===== src/rtl/gmpr_pkg.sv =====
// Shared constants, tables and types of the geodetic meters-per-radian block.
package gmpr_pkg;

    localparam int ANGLE_ITER_DFLT = 24;
    localparam int ATAN_MAX        = 32;
    localparam int XY_W            = 33;
    localparam int Q30_W           = 31;
    localparam int H_W             = 24;

    localparam logic [32:0] A_RESET      = 33'd6378137000;
    localparam logic [26:0] E2_RESET     = 27'd28752143;
    // floor(floor(pi * 2^62) / 1800000000)
    localparam logic [32:0] DEG_TO_RAD_C = 33'd8048910508;
    localparam logic [29:0] LAT_MAX      = 30'd900000000;
    localparam logic [32:0] OUT_MAX      = 33'd6500000000;

    localparam logic signed [XY_W-1:0] INV_GAIN = 33'sd652032874;
    localparam logic signed [XY_W-1:0] ONE_Q30  = 33'sd1073741824;

    localparam logic [30:0] ATAN_Q30 [ATAN_MAX] = '{
        31'h3243F6A8, 31'h1DAC6705, 31'h0FADBAFC, 31'h07F56EA6,
        31'h03FEAB76, 31'h01FFD55B, 31'h00FFFAAA, 31'h007FFF55,
        31'h003FFFEA, 31'h001FFFFD, 31'h000FFFFF, 31'h0007FFFF,
        31'h0003FFFF, 31'h0001FFFF, 31'h0000FFFF, 31'h00007FFF,
        31'h00003FFF, 31'h00001FFF, 31'h00000FFF, 31'h000007FF,
        31'h000003FF, 31'h000001FF, 31'h000000FF, 31'h0000007F,
        31'h0000003F, 31'h0000001F, 31'h0000000F, 31'h00000008,
        31'h00000004, 31'h00000002, 31'h00000001, 31'h00000000
    };

    typedef enum logic [1:0] {
        REG_SEMI_MAJOR = 2'd0,
        REG_ECC_SQ     = 2'd1
    } cfg_reg_t;

    typedef struct packed {
        logic signed [XY_W-1:0] x;
        logic signed [XY_W-1:0] y;
        logic signed [XY_W-1:0] z;
    } cordic_vec_t;

endpackage


===== src/rtl/gmpr_div_cell.sv =====
// One restoring division stage: retires one quotient bit.
module gmpr_div_cell
    import gmpr_pkg::*;
#(
    parameter int DIV_W  = 32,
    parameter int Q_W    = 34,
    parameter int SIDE_W = 1
) (
    input  logic              aclk,
    input  logic              aresetn,
    input  logic              en,
    input  logic              in_valid,
    input  logic [DIV_W-1:0]  in_rem,
    input  logic [Q_W-1:0]    in_quo,
    input  logic [Q_W-1:0]    in_num,
    input  logic [DIV_W-1:0]  in_div,
    input  logic [SIDE_W-1:0] in_side,
    output logic              out_valid,
    output logic [DIV_W-1:0]  out_rem,
    output logic [Q_W-1:0]    out_quo,
    output logic [Q_W-1:0]    out_num,
    output logic [DIV_W-1:0]  out_div,
    output logic [SIDE_W-1:0] out_side
);

    logic              valid_reg;
    logic [DIV_W-1:0]  rem_reg, rem_next, div_reg;
    logic [Q_W-1:0]    quo_reg, num_reg;
    logic [SIDE_W-1:0] side_reg;
    logic [DIV_W:0]    rem2, diff;
    logic              ge;

    // remainder stays below the divisor, so DIV_W bits hold it
    always_comb begin
        rem2     = {in_rem, in_num[Q_W-1]};
        diff     = rem2 - {1'b0, in_div};
        ge       = rem2 >= {1'b0, in_div};
        rem_next = ge ? diff[DIV_W-1:0] : rem2[DIV_W-1:0];
    end

    always_ff @(posedge aclk) begin
        if (!aresetn) begin
            valid_reg <= 1'b0;
        end else if (en) begin
            valid_reg <= in_valid;
        end
    end

    always_ff @(posedge aclk) begin
        if (en) begin
            rem_reg  <= rem_next;
            quo_reg  <= {in_quo[Q_W-2:0], ge};
            num_reg  <= {in_num[Q_W-2:0], 1'b0};
            div_reg  <= in_div;
            side_reg <= in_side;
        end
    end

    assign out_valid = valid_reg;
    assign out_rem   = rem_reg;
    assign out_quo   = quo_reg;
    assign out_num   = num_reg;
    assign out_div   = div_reg;
    assign out_side  = side_reg;

endmodule


===== config.mk =====
export PLATFORM = sky130hd
export DESIGN_NAME = gmpr_div_cell
export DESIGN_NICKNAME = d
export VERILOG_FILES = /design/src/rtl/gmpr_pkg.sv /design/src/rtl/gmpr_div_cell.sv
export SDC_FILE = /design/constraint.sdc
export NUM_CORES = 1
export LEC_CHECK = 0
export ABC_AREA = 1
export BUFFER_PORTS_ARGS = -buffer_cell sky130_fd_sc_hd__buf_2
export CORE_MARGIN = 2
export CORE_UTILIZATION = 45
export CTS_CLUSTER_DIAMETER = 50
export DETAILED_ROUTE_END_ITERATION = 12
export GPL_TIMING_DRIVEN = 0
export PLACE_DENSITY = 0.89
export SLEW_MARGIN = 20
export SYNTH_ARGS = -nofsm -noshare
export SYNTH_HDL_FRONTEND = slang
export SYNTH_SLANG_ARGS = --single-unit

===== constraint.sdc =====
create_clock -name aclk -period 2.38 [get_ports aclk]
set_input_delay 0.714 -clock aclk [delete_from_list [all_inputs] [get_ports aclk]]
set_output_delay 0.714 -clock aclk [all_outputs]
set_load 0.01 [all_outputs]

Yosys cells after proc, flatten, opt, wreduce, memory -nomap -nowiden
Index checks and enable logic that the tools add are counted.
{"block": "classes", "add_sub_neg": 1, "mux": 1, "order_cmp": 1}
{"operator": "$ge A33 B32 Y1", "count": 1}
{"operator": "$mux W32", "count": 1}
{"operator": "$sub A32 B32 Y32", "count": 1}
{"block": "totals", "regBits": 133}

Logic depth before layout (Yosys ltp)
{"block": "logic_depth", "word_depth": 2, "depth_mapped": 16}

Worst setup path before layout
Ideal clock, no wire load.
{"block": "synth_timing", "kind": "input to register", "from": "in in_num[33]", "to": "reg rem_reg[16] (netlist: out_rem[16]), data pin", "setup_slack_ns": 0.051, "setup_time_ns": 0.252, "n_path_buf": 0, "arrival_ns": 2.076, "cell_stages": 13, "required_time_ns": 2.128, "path_cell_list": "inv_1 -> ha_1 -> fa_1 -> inv_1 -> nand3_1 -> nand3_1 -> nand2_1 -> nand3_1 -> nand3_1 -> nand2_1 -> nand2_1 -> nand3_2 -> nand2_1"}
{"block": "synth_via", "elab_chain_cells": 2, "elab_cells_between_ends": 3, "cone_classes": "add/sub: 1; order compare: 1; mux: 1"}
{"element": "start, declared", "line": "gmpr_div_cell.sv:15", "text": "input logic [Q_W-1:0] in_num,"}
{"element": "$sub A32 B32 Y32 or $ge A33 B32 Y1 (tied branches)", "line": "gmpr_div_cell.sv:36, gmpr_div_cell.sv:37"}
{"element": "$mux W32 (*)", "line": "gmpr_div_cell.sv:38", "text": "rem_next = ge ? diff[DIV_W-1:0] : rem2[DIV_W-1:0];"}
{"element": "net rem_next[16]", "line": "gmpr_div_cell.sv:27", "text": "logic [DIV_W-1:0] rem_reg, rem_next, div_reg;"}
{"element": "end signal, assigned", "line": "gmpr_div_cell.sv:51", "text": "rem_reg <= rem_next;"}
{"element": "end, declared", "line": "gmpr_div_cell.sv:27"}
The timed path passes the listed nets; every way through them passes the cells marked *.
A chain may end at the register's enable or synchronous reset.

Worst setup path after layout
{"block": "layout_timing", "from": "in in_div[8]", "to": "reg rem_reg[2] (netlist: out_rem[2]), data pin"}
{"block": "layout_via", "elab_chain_cells": 2}
{"element": "start, declared", "line": "gmpr_div_cell.sv:16", "text": "input logic [DIV_W-1:0] in_div,"}
{"element": "$ge A33 B32 Y1", "line": "gmpr_div_cell.sv:37", "text": "ge = rem2 >= {1'b0, in_div};"}
{"element": "$mux W32", "line": "gmpr_div_cell.sv:38"}
{"element": "net rem_next[2]", "line": "gmpr_div_cell.sv:27"}
The timed path passes the listed nets, and every way through them passes these cells.

==> flow_summary_export.csv <==
group,metric,value,unit
power_and_ir_drop,power_switching,1.95,mW
final_layout,mostFrequentLayoutCell,"buf_2",
global_routing,grt_use_total,22.8,%
worst_setup_path,worst-setup-path-type,"input port to register",
logic_synthesis,yosysTopAreaCell,"edfxtp_1",
logic_synthesis,yosysSeqAreaShare,55.6,%
worst_setup_path,critPathLaunchType,"input port",
cts,hold_buffers,0,
placement,place_congestion,0.896,
die,fp.dieH,130,um
power_and_ir_drop,swShare,27.8,%
timing,hold_violations,0,
run,maxCapViolations,0,
worst_setup_path,slowest_delay,0.36,ns
die,die_area,17000,sq um
power_and_ir_drop,irDropWorstVdd,0.533,mV
logic_synthesis,ys_seq_elements,133,
worst_setup_path,rrSetupSlack,1.72,ns
cts,cts_num_sinks,133,
logic_synthesis,ys.flop_type,"edfxtp_1",
detailed_routing,vias,6148,
worst_setup_path,crit_chain,"buf_2, inv_1, ha_1, nand2_1, nor2_4, nand2_1, nor2_2, nand2_1, nand2_1, nor2_4, clkbuf_4, nand3_1, nand2_1",
worst_setup_path,r2r_end,"out_valid$_SDFFE_PN0P_",
placement,hpwl,15.6,mm
worst_setup_path,r2r-start,"out_valid$_SDFFE_PN0P_",
detailed_routing,firstDrtPassIters,5,
worst_setup_path,cp_data_required_time,2.55,ns
die,die_x,130,um
timing,holdWs,0.469,ns
logic_synthesis,yosys_warnings,0,
power_and_ir_drop,p_int,5.08,mW
detailed_routing,routed_wl,19.8,mm
power_and_ir_drop,power_leakage,4.89,nW
worst_setup_path,r2r_cells,2,
hold_path,hold_path_class,"input port to register",
cts,root_buffer,"clkbuf_16",
die,start_util,45.6,%
global_routing,antenna_found_initial,4,
power_and_ir_drop,power_frac_clock,39.5,%
worst_setup_path,cp-end-kind,"register",
worst_setup_path,cp.arrival,2.44,ns
placement,dp_cells,1270,
power_and_ir_drop,p_total,7.04,mW
die,num_rows,46,
detailed_routing,drc,0,
status,outcome,"finished clean",
logic_synthesis,syn-num-nets,955,
global_routing,first_global_vias,5887,
final_layout,area_growth,33.2,%
detailed_routing,avgRoutedWirePerCell,15.2,um
global_routing,grt_pass1_wl,29.2,mm
power_and_ir_drop,power_density,737,nW/um^2
worst_setup_path,crit_top_cell,"nand2_1",
timing,setup_violations,0,
placement,placement.io_buffers,268,
final_layout,final_cell_mix,"272 x buf_2, 269 x nand2_1, 151 x inv_1",
cts,cts_tree,"yes",
logic_synthesis,netlist_instances,785,
detailed_routing,detail-route-antenna-nets,0,
logic_synthesis,netlist_top_cells_area,"edfxtp_1 55%, nand2_1 14%, inv_1 7.9%",
global_routing,overflow,0,
hold_path,worstHoldStart,"in_num[17]",
cts,clk_pin_slew,0.06,ns
final_layout,nets,1243,
final_layout,final_cells,1303,
die,ios,271,
logic_synthesis,async_reset_ff_share,0,%
logic_synthesis,synth-edff-count,132,
logic_synthesis,synth_top_cell_area_share,55.3,%
timing,slew_violations,0,
detailed_routing,via_per_inst,4.72,
cts,cts_buffer_depth,2,
cts,clk-insertion-delay-late,0.41,ns
timing,fmax,440,MHz
detailed_routing,first_iter_violations,399,
worst_setup_path,critical-path-slowest-cell,"ha_1",
hold_path,min_to,"out_num[18]$_DFFE_PP_",
worst_setup_path,crit_fanout,10,
logic_synthesis,synth.distinct_cells,29,
cts,numCtsBuffers,17,
hold_path,holdPathStages,1,
worst_setup_path,path_delay_family,"simple AND/OR/NAND/NOR gates",
timing,tightest_slew,0.614,ns
power_and_ir_drop,p_comb_share,19.3,%
logic_synthesis,syn_area,7170,sq um
final_layout,final_core_util,60.8,%
cts,cts_max_level,4,
timing,min_period,2.27,ns
timing,fin_crit_sh,95.5,%
logic_synthesis,avgSynthCellArea,9.13,sq um
die,core-area,15700,sq um
global_routing,grt_max_degree,72,
power_and_ir_drop,p_seq_share,41.2,%
timing,slew_headroom,59.1,%
final_layout,final_layout_size_suffix_gt1_share,32.8,%
worst_setup_path,crit_buf_inv,3,
timing,finClkSkew,0,ns
==> synthesized netlist by cell type, types with 2 or more instances <==
cell	number
nor3_2	3
buf_2	7
nor2_2	3
nand3_2	11
inv_1	151
edfxtp_1	132
nor2_1	34
and2_1	8
a21oi_1	22
xor2_1	13
buf_12	2
nand3b_1	11
nand4_1	3
a21o_1	2
nor3_1	6
ha_1	32
o21ai_0	3
nand2_1	274
nand2_2	3
nand3_1	56
==> stage by stage <==
| stage | setup WS (ns) | cell area (sq um) | setup TNS (ns) |
|---|---|---|---|
| final | 0.107 | 9550 | 0 |
| after global routing | -0.00149 | 9550 | -0.00202 |
| after floorplan | 0.0513 | 7170 | 0 |
| after CTS | 0.0112 | 9450 | 0 |
| after global placement | -0.932 | 8780 | -127.08 |
| after detailed placement | -0.428 | 8810 | -12.54 |
==> routing by layer <==
layer	part of all wire (%)	up-vias	track usage [%]
li1	-	3090	-
met1	40	2793	26.1
met2	50	222	40.6
met3	7.3	37	6.52
met4	2.5	6	8.22
met5	0.21	-	0
==> kinds of logic (layout without fill, tap and decap cells) <==
group,Yosys count,count (layout),synth area share [%]
AO/OA/AOI/OAI,27,27,1.95
other,1,2,0.0523
buffers and inverters,162,463,9.21
adder cells (fa/ha/maj),33,33,5.86
flip-flops,133,133,55.6
AND/OR/NAND/NOR,415,415,25.6
XOR/XNOR,14,14,1.71
==> what timing repair did <==
action	CTS	global route
setup buffers	0	0
setup endpoints to repair	0	30
resized for setup	0	26
==> worst max path at each step <==
stage          depth (start not counted)       start                      to  slack [ns]
3_3_place_gp                           3          en  out_valid$_SDFFE_PN0P_       -0.93
6_report                              13   in_div[8]    out_rem[2]$_DFFE_PP_        0.11
2_1_floorplan                         13  in_num[33]   out_rem[16]$_DFFE_PP_        0.05
4_1_cts                               13  in_div[14]   out_rem[27]$_DFFE_PP_        0.01
3_5_place_dp                          13  in_div[14]   out_rem[27]$_DFFE_PP_       -0.43
5_1_grt                               13   in_div[8]   out_rem[25]$_DFFE_PP_      -0.001
==> worst reg2reg max path: cells and delay by family (launching register included) <==
kind            cells  cell delay (ns)
flops               1             0.32
compound gates      2             0.22
==> flip-flops by register name, indices dropped and copies added, names as in the netlist <==
signal / flops
out_valid: 1
out_num: 33
out_div: 32
out_side: 1
out_quo: 34
out_rem: 32
==> power by group through the flow <==
stage / sequential [mW] / clock [mW] / combinational (mW)
floorplan: 3.08 / 0 / 0.624
global placement: 2.94 / 0 / 1.30
detailed placement: 2.95 / 0 / 1.33
CTS: 2.90 / 2.83 / 1.34
global route: 2.92 / 2.90 / 1.52
finish: 2.90 / 2.78 / 1.36
==> area by class of cell <==
type | count | area, sq um
fillers | 1374 | 6160
flip-flops and latches | 133 | 3980
multi-input cells | 490 | 2620
repair buffers | 269 | 1380
inverters | 151 | 567
clock buffers | 18 | 439
well taps | 216 | 270
clock inverters | 14 | 191
plain buffers | 11 | 98.8
diodes | 1 | 2.50
No activity file was read; power rests on OpenSTA's default activity.
