File: src/rtl/gmpr_pkg.sv
// Shared constants, tables and types of the geodetic meters-per-radian block.
package gmpr_pkg;

    localparam int ANGLE_ITER_DFLT = 24;
    localparam int ATAN_MAX        = 32;
    localparam int XY_W            = 33;
    localparam int Q30_W           = 31;
    localparam int H_W             = 24;

    localparam logic [32:0] A_RESET      = 33'd6378137000;
    localparam logic [26:0] E2_RESET     = 27'd28752143;
    // floor(floor(pi * 2^62) / 1800000000)
    localparam logic [32:0] DEG_TO_RAD_C = 33'd8048910508;
    localparam logic [29:0] LAT_MAX      = 30'd900000000;
    localparam logic [32:0] OUT_MAX      = 33'd6500000000;

    localparam logic signed [XY_W-1:0] INV_GAIN = 33'sd652032874;
    localparam logic signed [XY_W-1:0] ONE_Q30  = 33'sd1073741824;

    localparam logic [30:0] ATAN_Q30 [ATAN_MAX] = '{
        31'h3243F6A8, 31'h1DAC6705, 31'h0FADBAFC, 31'h07F56EA6,
        31'h03FEAB76, 31'h01FFD55B, 31'h00FFFAAA, 31'h007FFF55,
        31'h003FFFEA, 31'h001FFFFD, 31'h000FFFFF, 31'h0007FFFF,
        31'h0003FFFF, 31'h0001FFFF, 31'h0000FFFF, 31'h00007FFF,
        31'h00003FFF, 31'h00001FFF, 31'h00000FFF, 31'h000007FF,
        31'h000003FF, 31'h000001FF, 31'h000000FF, 31'h0000007F,
        31'h0000003F, 31'h0000001F, 31'h0000000F, 31'h00000008,
        31'h00000004, 31'h00000002, 31'h00000001, 31'h00000000
    };

    typedef enum logic [1:0] {
        REG_SEMI_MAJOR = 2'd0,
        REG_ECC_SQ     = 2'd1
    } cfg_reg_t;

    typedef struct packed {
        logic signed [XY_W-1:0] x;
        logic signed [XY_W-1:0] y;
        logic signed [XY_W-1:0] z;
    } cordic_vec_t;

endpackage

File: src/rtl/gmpr_cordic_cell.sv
// One rotation-mode CORDIC micro-rotation stage.
module gmpr_cordic_cell
    import gmpr_pkg::*;
#(
    parameter int STEP   = 0,
    parameter int SIDE_W = 1
) (
    input  logic              aclk,
    input  logic              aresetn,
    input  logic              en,
    input  logic              in_valid,
    input  cordic_vec_t       in_vec,
    input  logic [SIDE_W-1:0] in_side,
    output logic              out_valid,
    output cordic_vec_t       out_vec,
    output logic [SIDE_W-1:0] out_side
);

    logic                   valid_reg;
    cordic_vec_t            vec_reg, vec_next;
    logic [SIDE_W-1:0]      side_reg;
    logic signed [XY_W-1:0] xi, yi, zi, dx, dy, at;
    logic                   rot;

    always_comb begin
        xi  = in_vec.x;
        yi  = in_vec.y;
        zi  = in_vec.z;
        dx  = yi >>> STEP;
        dy  = xi >>> STEP;
        at  = $signed({{(XY_W-31){1'b0}}, ATAN_Q30[STEP]});
        rot = !zi[XY_W-1];
        if (rot) begin
            vec_next.x = xi - dx;
            vec_next.y = yi + dy;
            vec_next.z = zi - at;
        end else begin
            vec_next.x = xi + dx;
            vec_next.y = yi - dy;
            vec_next.z = zi + at;
        end
    end

    always_ff @(posedge aclk) begin
        if (!aresetn) begin
            valid_reg <= 1'b0;
        end else if (en) begin
            valid_reg <= in_valid;
        end
    end

    always_ff @(posedge aclk) begin
        if (en) begin
            vec_reg  <= vec_next;
            side_reg <= in_side;
        end
    end

    assign out_valid = valid_reg;
    assign out_vec   = vec_reg;
    assign out_side  = side_reg;

endmodule

File: config.mk
export PLATFORM = sky130hd
export DESIGN_NAME = gmpr_cordic_cell
export DESIGN_NICKNAME = d
export VERILOG_FILES = /design/src/rtl/gmpr_pkg.sv /design/src/rtl/gmpr_cordic_cell.sv
export SDC_FILE = /design/constraint.sdc
export NUM_CORES = 1
export LEC_CHECK = 0
export BUFFER_PORTS_ARGS = -buffer_cell sky130_fd_sc_hd__buf_2
export CORE_ASPECT_RATIO = 0.6
export CORE_MARGIN = 5
export CORE_UTILIZATION = 45
export DETAILED_ROUTE_END_ITERATION = 10
export PLACE_DENSITY = 0.68
export SLEW_MARGIN = 20
export SYNTH_ARGS = -nofsm -noshare
export SYNTH_HDL_FRONTEND = slang
export SYNTH_SLANG_ARGS = --single-unit
File: constraint.sdc
create_clock -name aclk -period 4.33 [get_ports aclk]
set_input_delay 0.2165 -clock aclk [delete_from_list [all_inputs] [get_ports aclk]]
set_output_delay 0.2165 -clock aclk [all_outputs]
set_load 0.01 [all_outputs]
======== After elaboration in Yosys (flattened, before gate mapping) ========
Cells that the tools add are included.
word-level totals
  register bits after elaboration ......... 101
  logic and storage cells ................. 11
cells by class
  add/subtract/negate cells ............... 5
  multiplexer cells ....................... 1
operator list
  operator                                                                number
  99-bit two-way mux                                                      1
  33-bit subtractor                                                       2
  33-bit by 31-bit adder with 33-bit output (second input constant)       1
  33-bit adder                                                            1
  33-bit by 31-bit subtractor with 33-bit output (second input constant)  1

======== Depth between registers and ports, before layout ========
Gate-level depths: netlist of the first run.
  word-level depth ........................ 2
  gate-level depth with buffers ........... 13
  depth with buffers taken out ............ 13

======== Least setup slack after synthesis of the first run ========
No wires, ideal clock.
  path kind ............................... input to register
  start point ............................. input in_vec[32] in the netlist's numbering
  end point ............................... register vec_reg, in the netlist out_vec[25] (data pin)
  setup time .............................. 0.265 ns
  arrival ................................. 3.151 ns
  setup slack ............................. 0.914 ns
  stages on the path ...................... 13
  cell sequence ........................... clkinv_1 clkbuf_1 fa_1 a211oi_1 o21bai_1 o21ai_1 a21oi_1 a211o_1 a221o_1 a31oi_2 nor2_1 or2_1 xor2_1
RTL lines
  element               line                    source
  start, declared       gmpr_cordic_cell.sv:12  input cordic_vec_t in_vec,
  end signal, assigned  gmpr_cordic_cell.sv:54  vec_reg <= vec_next;
  end, declared         gmpr_cordic_cell.sv:20  cordic_vec_t vec_reg, vec_next;

==> results.json, run 1 <==
{
  "final_core_util_pct": 53.4,
  "path_clk_slew_ns": 0.08,
  "critPathCapture": "out_vec[96]",
  "slew_violations": 0,
  "synth_top_area_share_pct": 30.4,
  "worstSetupStartpoint": "in_vec[66]",
  "first_pass_iters": 5,
  "ctsHoldBuffers": 0,
  "worstSetupEndpointType": "register",
  "yosys-top-cells-count": "130 x a21oi_1, 124 x ha_1, 101 x inv_1",
  "cpPeakStageDelay_ns": 0.59,
  "synthArstFlopShare_pct": 0,
  "hp-class": "in2reg",
  "synth_warnings": 0,
  "syn2layout_area_growth_pct": 15.6,
  "drtAntennaViolNets": 0,
  "crit_fanout": 3,
  "gp_congestion": 0.995,
  "synth_area_leader_cell": "edfxtp_1",
  "yosysSeqAreaShare_pct": 30.6,
  "insertion_delay_ns": 0.35,
  "critPathRequiredTime_ns": 4.43,
  "slew_headroom_pct": 48.2,
  "layout_min_cycle_time_ns": 3.39,
  "synth.avg_cell_area_um2": 8.71,
  "clk_path_buf_depth": 2,
  "critPathTopFamily": "compound AO/OA/AOI/OAI gates",
  "report.power.total_w": 0.00357,
  "cts_setup_buffers": 0,
  "period_share_pct": 78.2,
  "worstSetupStartpointType": "primary input",
  "worstMarginPinSlew_ns": 0.777,
  "fin_nets": 1536,
  "grt_pass1_vias": 8548,
  "status": "finished, final reports clean",
  "num_io_pins": 205,
  "criticalPathCategory": "in2reg",
  "drv_cap": 0,
  "row_count": 41,
  "r2r_slack_ns": 3.74,
  "die_area_um2": 24900,
  "cts_max_level": 3,
  "core_um2": 21200,
  "grt_usage_pct": 24.2,
  "grt.overflow.total": 0,
  "grt_max_degree": 59,
  "cp.arrival_ns": 3.49,
  "route.detailed.drc": 0,
  "final_layout_size_suffix_gt1_share_pct": 19.2,
  "yosysMostFrequentCell": "a21oi_1",
  "fin_worst_skew_ns": 0,
  "finalSetupViolCount": 0,
  "r2r_end": "out_valid",
  "cts_tree": "done",
  "dieWidth_um": 200,
  "antenna_found_initial": 1,
  "finalHoldViolations": 0,
  "cts_resized": 0,
  "routed_wirelength_um": 31500,
  "io_buffers": 204,
  "vdd_ir_drop_max_v": 0.000161,
  "critPathSlowestCell": "o31ai_1",
  "start_util_pct": 46.2,
  "regToRegStartpoint": "out_valid",
  "synth_fp_nets": 1356,
  "netlist_area_um2": 9790,
  "dieHeight_um": 124,
  "vias": 9264,
  "synth_flop_cell": "edfxtp_1",
  "cellPowerDensity_nw_per_um2": 315,
  "cp.buffers_inverters": 2,
  "hpwlAfterDp_um": 25500,
  "synth_area_leaders": "edfxtp_1 30%, ha_1 16%, xnor2_1 6.8%",
  "power_leakage_nw": 5.06,
  "worstHoldPathCells": 1,
  "grt_pass1_wl_um": 49000,
  "rsz0062_at_grt": "false",
  "cts_sinks": 100,
  "wl_per_cell_um": 19.8,
  "synth_cell_type_count": 73,
  "netlist_instances": 1124,
  "ys_ff_latch": 100,
  "root_buffer": "clkbuf_16",
  "routed_via_density": 5.83,
  "crit_path_cell_trace": "buf_2 -> inv_1 -> ha_1 -> fa_1 -> and4b_1 -> a2111oi_4 -> o21ai_2 -> a21oi_2 -> a31oi_1 -> a211oi_2 -> o31ai_1 -> a21oi_1 -> a211oi_1 -> xnor2_1",
  "drt_iter0_drc": 1078,
  "r2r_cells": 2,
  "setup_tns_ns": 0,
  "worst-path-stages": 14,
  "max_freq_mhz": 295,
  "cts_inserted_buffers": 9,
  "synth_edf_count": 99
}
## kinds of logic after synthesis
family                   count (synthesis)  share of synthesized area [%]
flip-flops                             100                           30.6
AO/OA/AOI/OAI                          364                           23.8
AND/OR/NAND/NOR                        281                           13.7
multiplexers                            13                           1.33
buffers and inverters                  150                           6.10
adder cells (fa/ha/maj)                128                           16.7
XOR/XNOR                                88                           7.87
## sequential cells by signal, summed over array words and instances (netlist names)
| signal | count |
|---|---|
| out_valid | 1 |
| out_vec | 98 |
| out_side | 1 |
## worst min-delay path by stage
stage,startpoint,end,slack [ns]
floorplan,in_side,out_side,0.32
global placement,in_vec[1],out_vec[1],0.39
detailed placement,in_vec[2],out_vec[2],0.40
CTS,in_vec[2],out_vec[2],0.02
global route,in_vec[1],out_vec[1],0.02
finish,in_vec[2],out_vec[2],0.03
## stage by stage
step	cell area (um2)	std cells	hold WS [ns]	worst slack, ns
2_1_floorplan	9790	1124	0.315	0.914
3_3_place_gp	11000	1572	0.394	0.737
3_5_place_dp	11000	1572	0.395	0.715
4_1_cts	11300	1588	0.0175	1.09
5_1_grt	11300	1588	0.0245	0.784
6_report	11300	1590	0.0302	0.945
## cells in the final DEF, fill, tap and decap left out, types with 11 or more instances in the layout
master / instances
o21ai_0: 76
xnor2_1: 76
mux2i_1: 13
nor2b_1: 14
a21oi_1: 130
xor2_1: 12
o211ai_1: 11
o21bai_1: 25
a21o_1: 29
nor3_1: 21
nand2_1: 69
nor2_1: 85
o31ai_1: 11
buf_2: 203
inv_1: 101
edfxtp_1: 99
nor4_1: 11
nand2b_1: 13
nand4_1: 13
ha_1: 124
nand3_1: 22
## per-layer routing
metal	routed length, um	GRT usage [%]
met3	3740	7.68
met5	13	0
met2	11900	31.0
met1	15400	38.9
met4	399	4.73
## area by class of cell
cell class,count,area (um2)
Tap cell,279,349
Clock inverter,7,62.6
Timing Repair Buffer,212,1080
Antenna cell,2,5.00
Fill cell,2046,9870
Multi-Input combinational cell,874,6200
Inverter,107,402
Sequential cell,100,2990
Clock buffer,9,225
## power breakdown
group	internal, W	switching (W)	total, W
logic	0.000544	0.000893	0.00144
clock network	0.000401	0.000405	0.000805
registers	0.00128	0.0000478	0.00133
total	0.00222	0.00134	0.00357
Note: power is estimated with default switching activity, not from simulation.
==> run 2: changes to the inputs <==
--- a/config.mk
+++ b/config.mk
@@ -10,7 +10,7 @@
 export CORE_MARGIN = 5
 export CORE_UTILIZATION = 45
 export DETAILED_ROUTE_END_ITERATION = 10
-export PLACE_DENSITY = 0.68
+export PLACE_DENSITY = 0.7
 export SLEW_MARGIN = 20
 export SYNTH_ARGS = -nofsm -noshare
 export SYNTH_HDL_FRONTEND = slang
==> constraint.sdc (replaced) <==
create_clock -name aclk -period 3.01 [get_ports aclk]
set_input_delay 0.1505 -clock aclk [delete_from_list [all_inputs] [get_ports aclk]]
set_output_delay 0.1505 -clock aclk [all_outputs]
set_load 0.01 [all_outputs]
==> results.json, run 2 (synthesis results as in run 1) <==
{
  "power_leakage_nw": 5.60,
  "dieHeight_um": 124,
  "gp_congestion": 0.971,
  "cts_setup_buffers": 0,
  "die_area_um2": 24900,
  "final_common_cell": "buf_2",
  "cpPeakStageDelay_ns": 0.44,
  "critPathSlowestCell": "fa_1",
  "hpwlAfterDp_um": 26900,
  "slew_violations": 0,
  "cp.arrival_ns": 2.94,
  "r2r_end": "out_valid",
  "critPathCapture": "out_vec[96]",
  "layout_common_cells": "203 x buf_2, 130 x a21oi_1, 124 x ha_1",
  "dieWidth_um": 200,
  "io_buffers": 204,
  "root_buffer": "clkbuf_16",
  "cellPowerDensity_nw_per_um2": 437,
  "worstMarginPinSlew_ns": 0.824,
  "core_um2": 21200,
  "stdcell_count": 1701,
  "rsz0062_at_grt": "false",
  "fin_nets": 1648,
  "crit_path_cell_trace": "buf_2 -> buf_4 -> ha_1 -> fa_1 -> and4b_1 -> a2111oi_4 -> o21ai_2 -> a21oi_2 -> a31oi_1 -> a211oi_2 -> o31ai_2 -> a21oi_1 -> a211oi_1 -> xnor2_1",
  "critPathTopFamily": "compound AO/OA/AOI/OAI gates",
  "routed_via_density": 5.65,
  "drv_cap": 0,
  "largest_reg_flops": 98,
  "grt.overflow.total": 0,
  "finalHoldViolations": 0,
  "n_fill_cell": 1926,
  "cp.buffers_inverters": 2,
  "finalSetupViolCount": 0,
  "drt_iter0_drc": 1141,
  "r2r_slack_ns": 2.41,
  "path_clk_slew_ns": 0.07,
  "cts_tree": "done",
  "crit_fanout": 3,
  "fin_worst_skew_ns": 0,
  "vias": 9608,
  "wl_per_cell_um": 19.0,
  "num_io_pins": 205,
  "period_share_pct": 94.2,
  "hp-class": "in2reg",
  "grt_pass1_wl_um": 50400,
  "vdd_ir_drop_max_v": 0.000230,
  "row_count": 41,
  "worstSetupEndpointType": "register",
  "max_freq_mhz": 353,
  "routed_wirelength_um": 32400,
  "antenna_found_initial": 0,
  "cts_sinks": 100,
  "syn2layout_area_growth_pct": 24.6,
  "fin_ws_ns": 0.174,
  "slew_headroom_pct": 45.0,
  "post-place-ws_ns": -0.305,
  "grt_max_degree": 76,
  "start_util_pct": 46.2,
  "setup_tns_ns": 0,
  "cts_max_level": 3,
  "layout_min_cycle_time_ns": 2.84,
  "clk_path_buf_depth": 2,
  "route.detailed.drc": 0,
  "worstSetupStartpointType": "primary input",
  "critPathRequiredTime_ns": 3.11,
  "status": "finished, final reports clean",
  "regToRegStartpoint": "out_valid",
  "grt_pass1_vias": 8939,
  "dp_cells": 1680,
  "final_layout_size_suffix_gt1_share_pct": 25.5,
  "insertion_delay_ns": 0.36,
  "drtAntennaViolNets": 0,
  "worst-path-stages": 14,
  "worstSetupStartpoint": "in_vec[33]",
  "first_pass_iters": 5,
  "final_core_util_pct": 57.6,
  "criticalPathCategory": "in2reg",
  "cts_inserted_buffers": 9,
  "r2r_cells": 2,
  "grt_usage_pct": 24.9
}
-- run 2: metrics by stage --
| step | power, W | hold slack, ns | instance area [um2] |
|---|---|---|---|
| after floorplan | 0.00322 | 0.249 | 9800 |
| after global routing | 0.00561 | 0.0173 | 12200 |
| final | 0.00533 | 0.0123 | 12200 |
| after CTS | 0.00531 | 0.00647 | 12200 |
| after detailed placement | 0.00416 | 0.329 | 11900 |
| after global placement | 0.00414 | 0.327 | 11900 |
-- run 2: cell type report --
cell class / instances / area, um2 / area share, %
Multi-Input combinational cell: 874 / 6210 / 50.9
Sequential cell: 100 / 2990 / 24.5
Timing Repair Buffer: 324 / 1950 / 16.0
Inverter: 107 / 403 / 3.30
Tap cell: 279 / 349 / 2.86
Clock buffer: 9 / 225 / 1.85
Clock inverter: 7 / 63.8 / 0.523
Antenna cell: 1 / 2.50 / 0.0205
-- run 2: per-layer routing --
metal,part of all wire (%),vias up,track usage [%]
li1,-,4616,-
met1,50,4431,40.1
met2,38,535,33.2
met3,11,26,6.04
met4,1.1,0,4.29
met5,0,-,0
-- run 2: where the power goes --
part	total [W]	internal [W]	switching [W]
Sequential	0.00191	0.00184	0.0000687
Combinational	0.00228	0.000950	0.00133
Clock	0.00115	0.000574	0.000573
Total	0.00533	0.00336	0.00197
-- run 2: how the worst min path moves through the flow --
| stage | startpoint | to | slack, ns | cells past startpoint |
|---|---|---|---|---|
| 6_report | aresetn | out_valid | 0.01 | 2 |
| 5_1_grt | aresetn | out_valid | 0.02 | 2 |
| 4_1_cts | aresetn | out_valid | 0.006 | 2 |
| 3_5_place_dp | in_vec[1] | out_vec[1] | 0.33 | 1 |
| 3_3_place_gp | in_vec[1] | out_vec[1] | 0.33 | 1 |
| 2_1_floorplan | in_side | out_side | 0.25 | 0 |
-- run 2: repair_timing --
action / 4_1_cts / 5_1_grt
setup endpoints to repair: 0 / 3
hold buffers: 4 / 0
resized for setup: 0 / 3
hold endpoints to repair: 4 / 0
==> run 3: changes to the inputs <==
--- a/config.mk
+++ b/config.mk
@@ -5,12 +5,13 @@
 export SDC_FILE = /design/constraint.sdc
 export NUM_CORES = 1
 export LEC_CHECK = 0
+export ABC_AREA = 1
 export BUFFER_PORTS_ARGS = -buffer_cell sky130_fd_sc_hd__buf_2
 export CORE_ASPECT_RATIO = 0.6
 export CORE_MARGIN = 5
 export CORE_UTILIZATION = 45
 export DETAILED_ROUTE_END_ITERATION = 10
-export PLACE_DENSITY = 0.7
+export PLACE_DENSITY = 0.69
 export SLEW_MARGIN = 20
 export SYNTH_ARGS = -nofsm -noshare
 export SYNTH_HDL_FRONTEND = slang
==> results.json, run 3 <==
{
  "status": "finished, final reports clean",
  "cts_sinks": 100,
  "crit_fanout": 9,
  "netlist_area_um2": 12400,
  "grt_pass1_vias": 12061,
  "dieHeight_um": 138,
  "stdcell_count": 2567,
  "grt_pass1_wl_um": 69800,
  "whs_ns": 0.0147,
  "final_area_um2": 14100,
  "synth.avg_cell_area_um2": 6.15,
  "final_core_util_pct": 51.4,
  "regToRegStartpoint": "out_valid",
  "cts_resized": 0,
  "critPathCapture": "out_vec[81]",
  "final_layout_size_suffix_gt1_share_pct": 12.4,
  "routed_via_density": 5.31,
  "criticalPathCategory": "in2reg",
  "synthArstFlopShare_pct": 0,
  "setup_tns_ns": 0,
  "rsz0062_at_grt": "false",
  "met2WireLength_um": 16900,
  "n_fill_cell": 2880,
  "synth_warnings": 0,
  "route.detailed.drc": 0,
  "fin_nets": 2427,
  "crit_path_cell_trace": "buf_2 -> inv_1 -> ha_1 -> inv_1 -> nand2_1 -> nand2_1 -> inv_1 -> nand2_1 -> a21oi_1 -> nand2_1 -> xor2_1 -> o21ai_1",
  "drt_iter0_drc": 1597,
  "row_count": 47,
  "critPathSlowestCell": "ha_1",
  "cellPowerDensity_nw_per_um2": 403,
  "vias": 13633,
  "seqPwrFrac_pct": 33.1,
  "cp.buffers_inverters": 4,
  "largest_reg_flops": 98,
  "syn2layout_area_growth_pct": 13.7,
  "cpMostUsedCell": "nand2_1",
  "dieWidth_um": 224,
  "synth_area_leader_cell": "edfxtp_1",
  "r2r_cells": 2,
  "synth_area_leaders": "edfxtp_1 24%, nand2_1 22%, ha_1 13%",
  "drv_cap": 0,
  "slew_headroom_pct": 52.9,
  "p_sw_share_pct": 43.8,
  "grt.overflow.total": 0,
  "gp_congestion": 1.02,
  "dp_cells": 2547,
  "insertion_delay_ns": 0.36,
  "worstSetupStartpoint": "in_vec[47]",
  "worstSetupStartpointType": "primary input",
  "yosys-top-cells-count": "731 x nand2_1, 363 x inv_1, 172 x nand3_1",
  "first_pass_iters": 8,
  "io_buffers": 204,
  "period_share_pct": 74.6,
  "multiInputGateArea_um2": 7730,
  "die_area_um2": 31000,
  "worst-path-stages": 12,
  "wl_met1_um": 22700,
  "r2r_slack_ns": 2.38,
  "cpPeakStageDelay_ns": 0.57,
  "final_common_cell": "nand2_1",
  "p_comb_share_pct": 44.2,
  "power.internal_w": 0.00319,
  "wl_per_cell_um": 17.9,
  "yosysMostFrequentCell": "nand2_1",
  "critPathRequiredTime_ns": 3.12,
  "cts_inserted_buffers": 9,
  "slew_violations": 0,
  "netSwitchingPower_w": 0.00248,
  "yosysSeqAreaShare_pct": 24.2,
  "start_util_pct": 45.2,
  "power_leakage_nw": 7.88,
  "core_um2": 27300,
  "max_freq_mhz": 446,
  "vdd_ir_drop_max_v": 0.000262,
  "n_antenna_cell": 0,
  "hp-class": "in2reg",
  "netlist_instances": 2011,
  "register_area_um2": 2990,
  "clk_path_buf_depth": 2,
  "antenna_found_initial": 2,
  "synth_flop_cell": "edfxtp_1",
  "synth_top_area_share_pct": 24.0,
  "routed_wirelength_um": 46000,
  "top_layer_used": "met4",
  "wl_met3_um": 5790,
  "layout_min_cycle_time_ns": 2.24,
  "num_io_pins": 205,
  "r2r_end": "out_valid",
  "ys_ff_latch": 100,
  "finalHoldViolations": 0,
  "cp.arrival_ns": 2.36,
  "placed_cell_area_um2": 13700,
  "hpwlAfterDp_um": 39000,
  "synth_fp_nets": 2243,
  "critPathTopFamily": "adder cells",
  "grt_usage_pct": 28.7,
  "finalSetupViolCount": 0,
  "drtAntennaViolNets": 0,
  "worstSetupEndpointType": "register",
  "fin_worst_skew_ns": 0,
  "path_clk_slew_ns": 0.09,
  "synth_edf_count": 99,
  "cts_max_level": 3,
  "cts_tree": "done",
  "synth_cell_type_count": 39,
  "grt_max_degree": 58,
  "clkPwrFrac_pct": 22.7,
  "worstMarginPinSlew_ns": 0.707,
  "layout_common_cells": "731 x nand2_1, 363 x inv_1, 203 x buf_2",
  "root_buffer": "clkbuf_16"
}
run 3: cell types whose count changed after synthesis, sizes merged, moves of 25 or more:
cell,delta
a21o,-26
inv,+269
nand2,+675
nand3,+150
nor2,+63
o21ai,-25
xnor2,-74
xor2,+30
run 3: final cells by class:
cell class,count,area share [%]
multi-input combinational,1492,55.0
tap,367,3.27
inverter,375,10.0
clock inverter,7,0.668
timing repair buffer,217,8.14
sequential,100,21.3
clock buffer,9,1.60
run 3: cells by family (layout without fill, tap and decap cells):
kind of cell | count (synthesis) | in the layout | share of synthesized area, %
buffers and inverters | 419 | 608 | 13.2
xor gates and xnor gates | 44 | 44 | 3.12
and+or+nand+nor | 1107 | 1107 | 36.9
adders and majority gates | 128 | 128 | 13.2
DFF | 100 | 100 | 24.2
AOI/OAI and AO/OA | 213 | 213 | 9.34
run 3: through the flow:
stage | setup WS (ns) | power [W]
final | 0.766 | 0.00567
after global routing | 0.691 | 0.00600
after CTS | 0.917 | 0.00562
after detailed placement | 0.529 | 0.00434
after global placement | 0.561 | 0.00431
after floorplan | 0.439 | 0.00341
run 3: worst min-delay path by stage:
| stage | startpoint | endpoint | slack, ns | depth (start not counted) |
|---|---|---|---|---|
| 2_1_floorplan | en | out_valid | 0.24 | 1 |
| 3_3_place_gp | in_vec[1] | out_vec[1] | 0.33 | 1 |
| 3_5_place_dp | in_side | out_side | 0.33 | 1 |
| 4_1_cts | in_valid | out_valid | 0.005 | 3 |
| 5_1_grt | in_valid | out_valid | 0.02 | 3 |
| 6_report | in_valid | out_valid | 0.01 | 3 |
run 3: worst reg2reg max path, cell delays in order, from the launching register on:
cell and delay [ns]:
dfxtp_1 0.31, o21ai_0 0.15, a21oi_1 0.05
run 3: repair_timing:
action | 4_1_cts | 5_1_grt
hold endpoints to repair | 4 | 0
buffers inserted | 0 | 0
endpoints found under the setup margin | 0 | 0
hold buffers | 4 | 0
run 3: metal layers:
layer / vias up / global-route usage, %
met5: - / 0
met4: 0 / 5.19
met2: 711 / 37.4
met3: 35 / 7.90
met1: 6229 / 46.4
li1: 6658 / -
run 3: power by group through the flow:
stage	Clock (W)	Combinational [W]	Sequential [W]
floorplan	0	0.00142	0.00199
global placement	0	0.00240	0.00191
detailed placement	0	0.00242	0.00191
CTS	0.00131	0.00244	0.00188
global route	0.00137	0.00274	0.00190
finish	0.00129	0.00250	0.00188
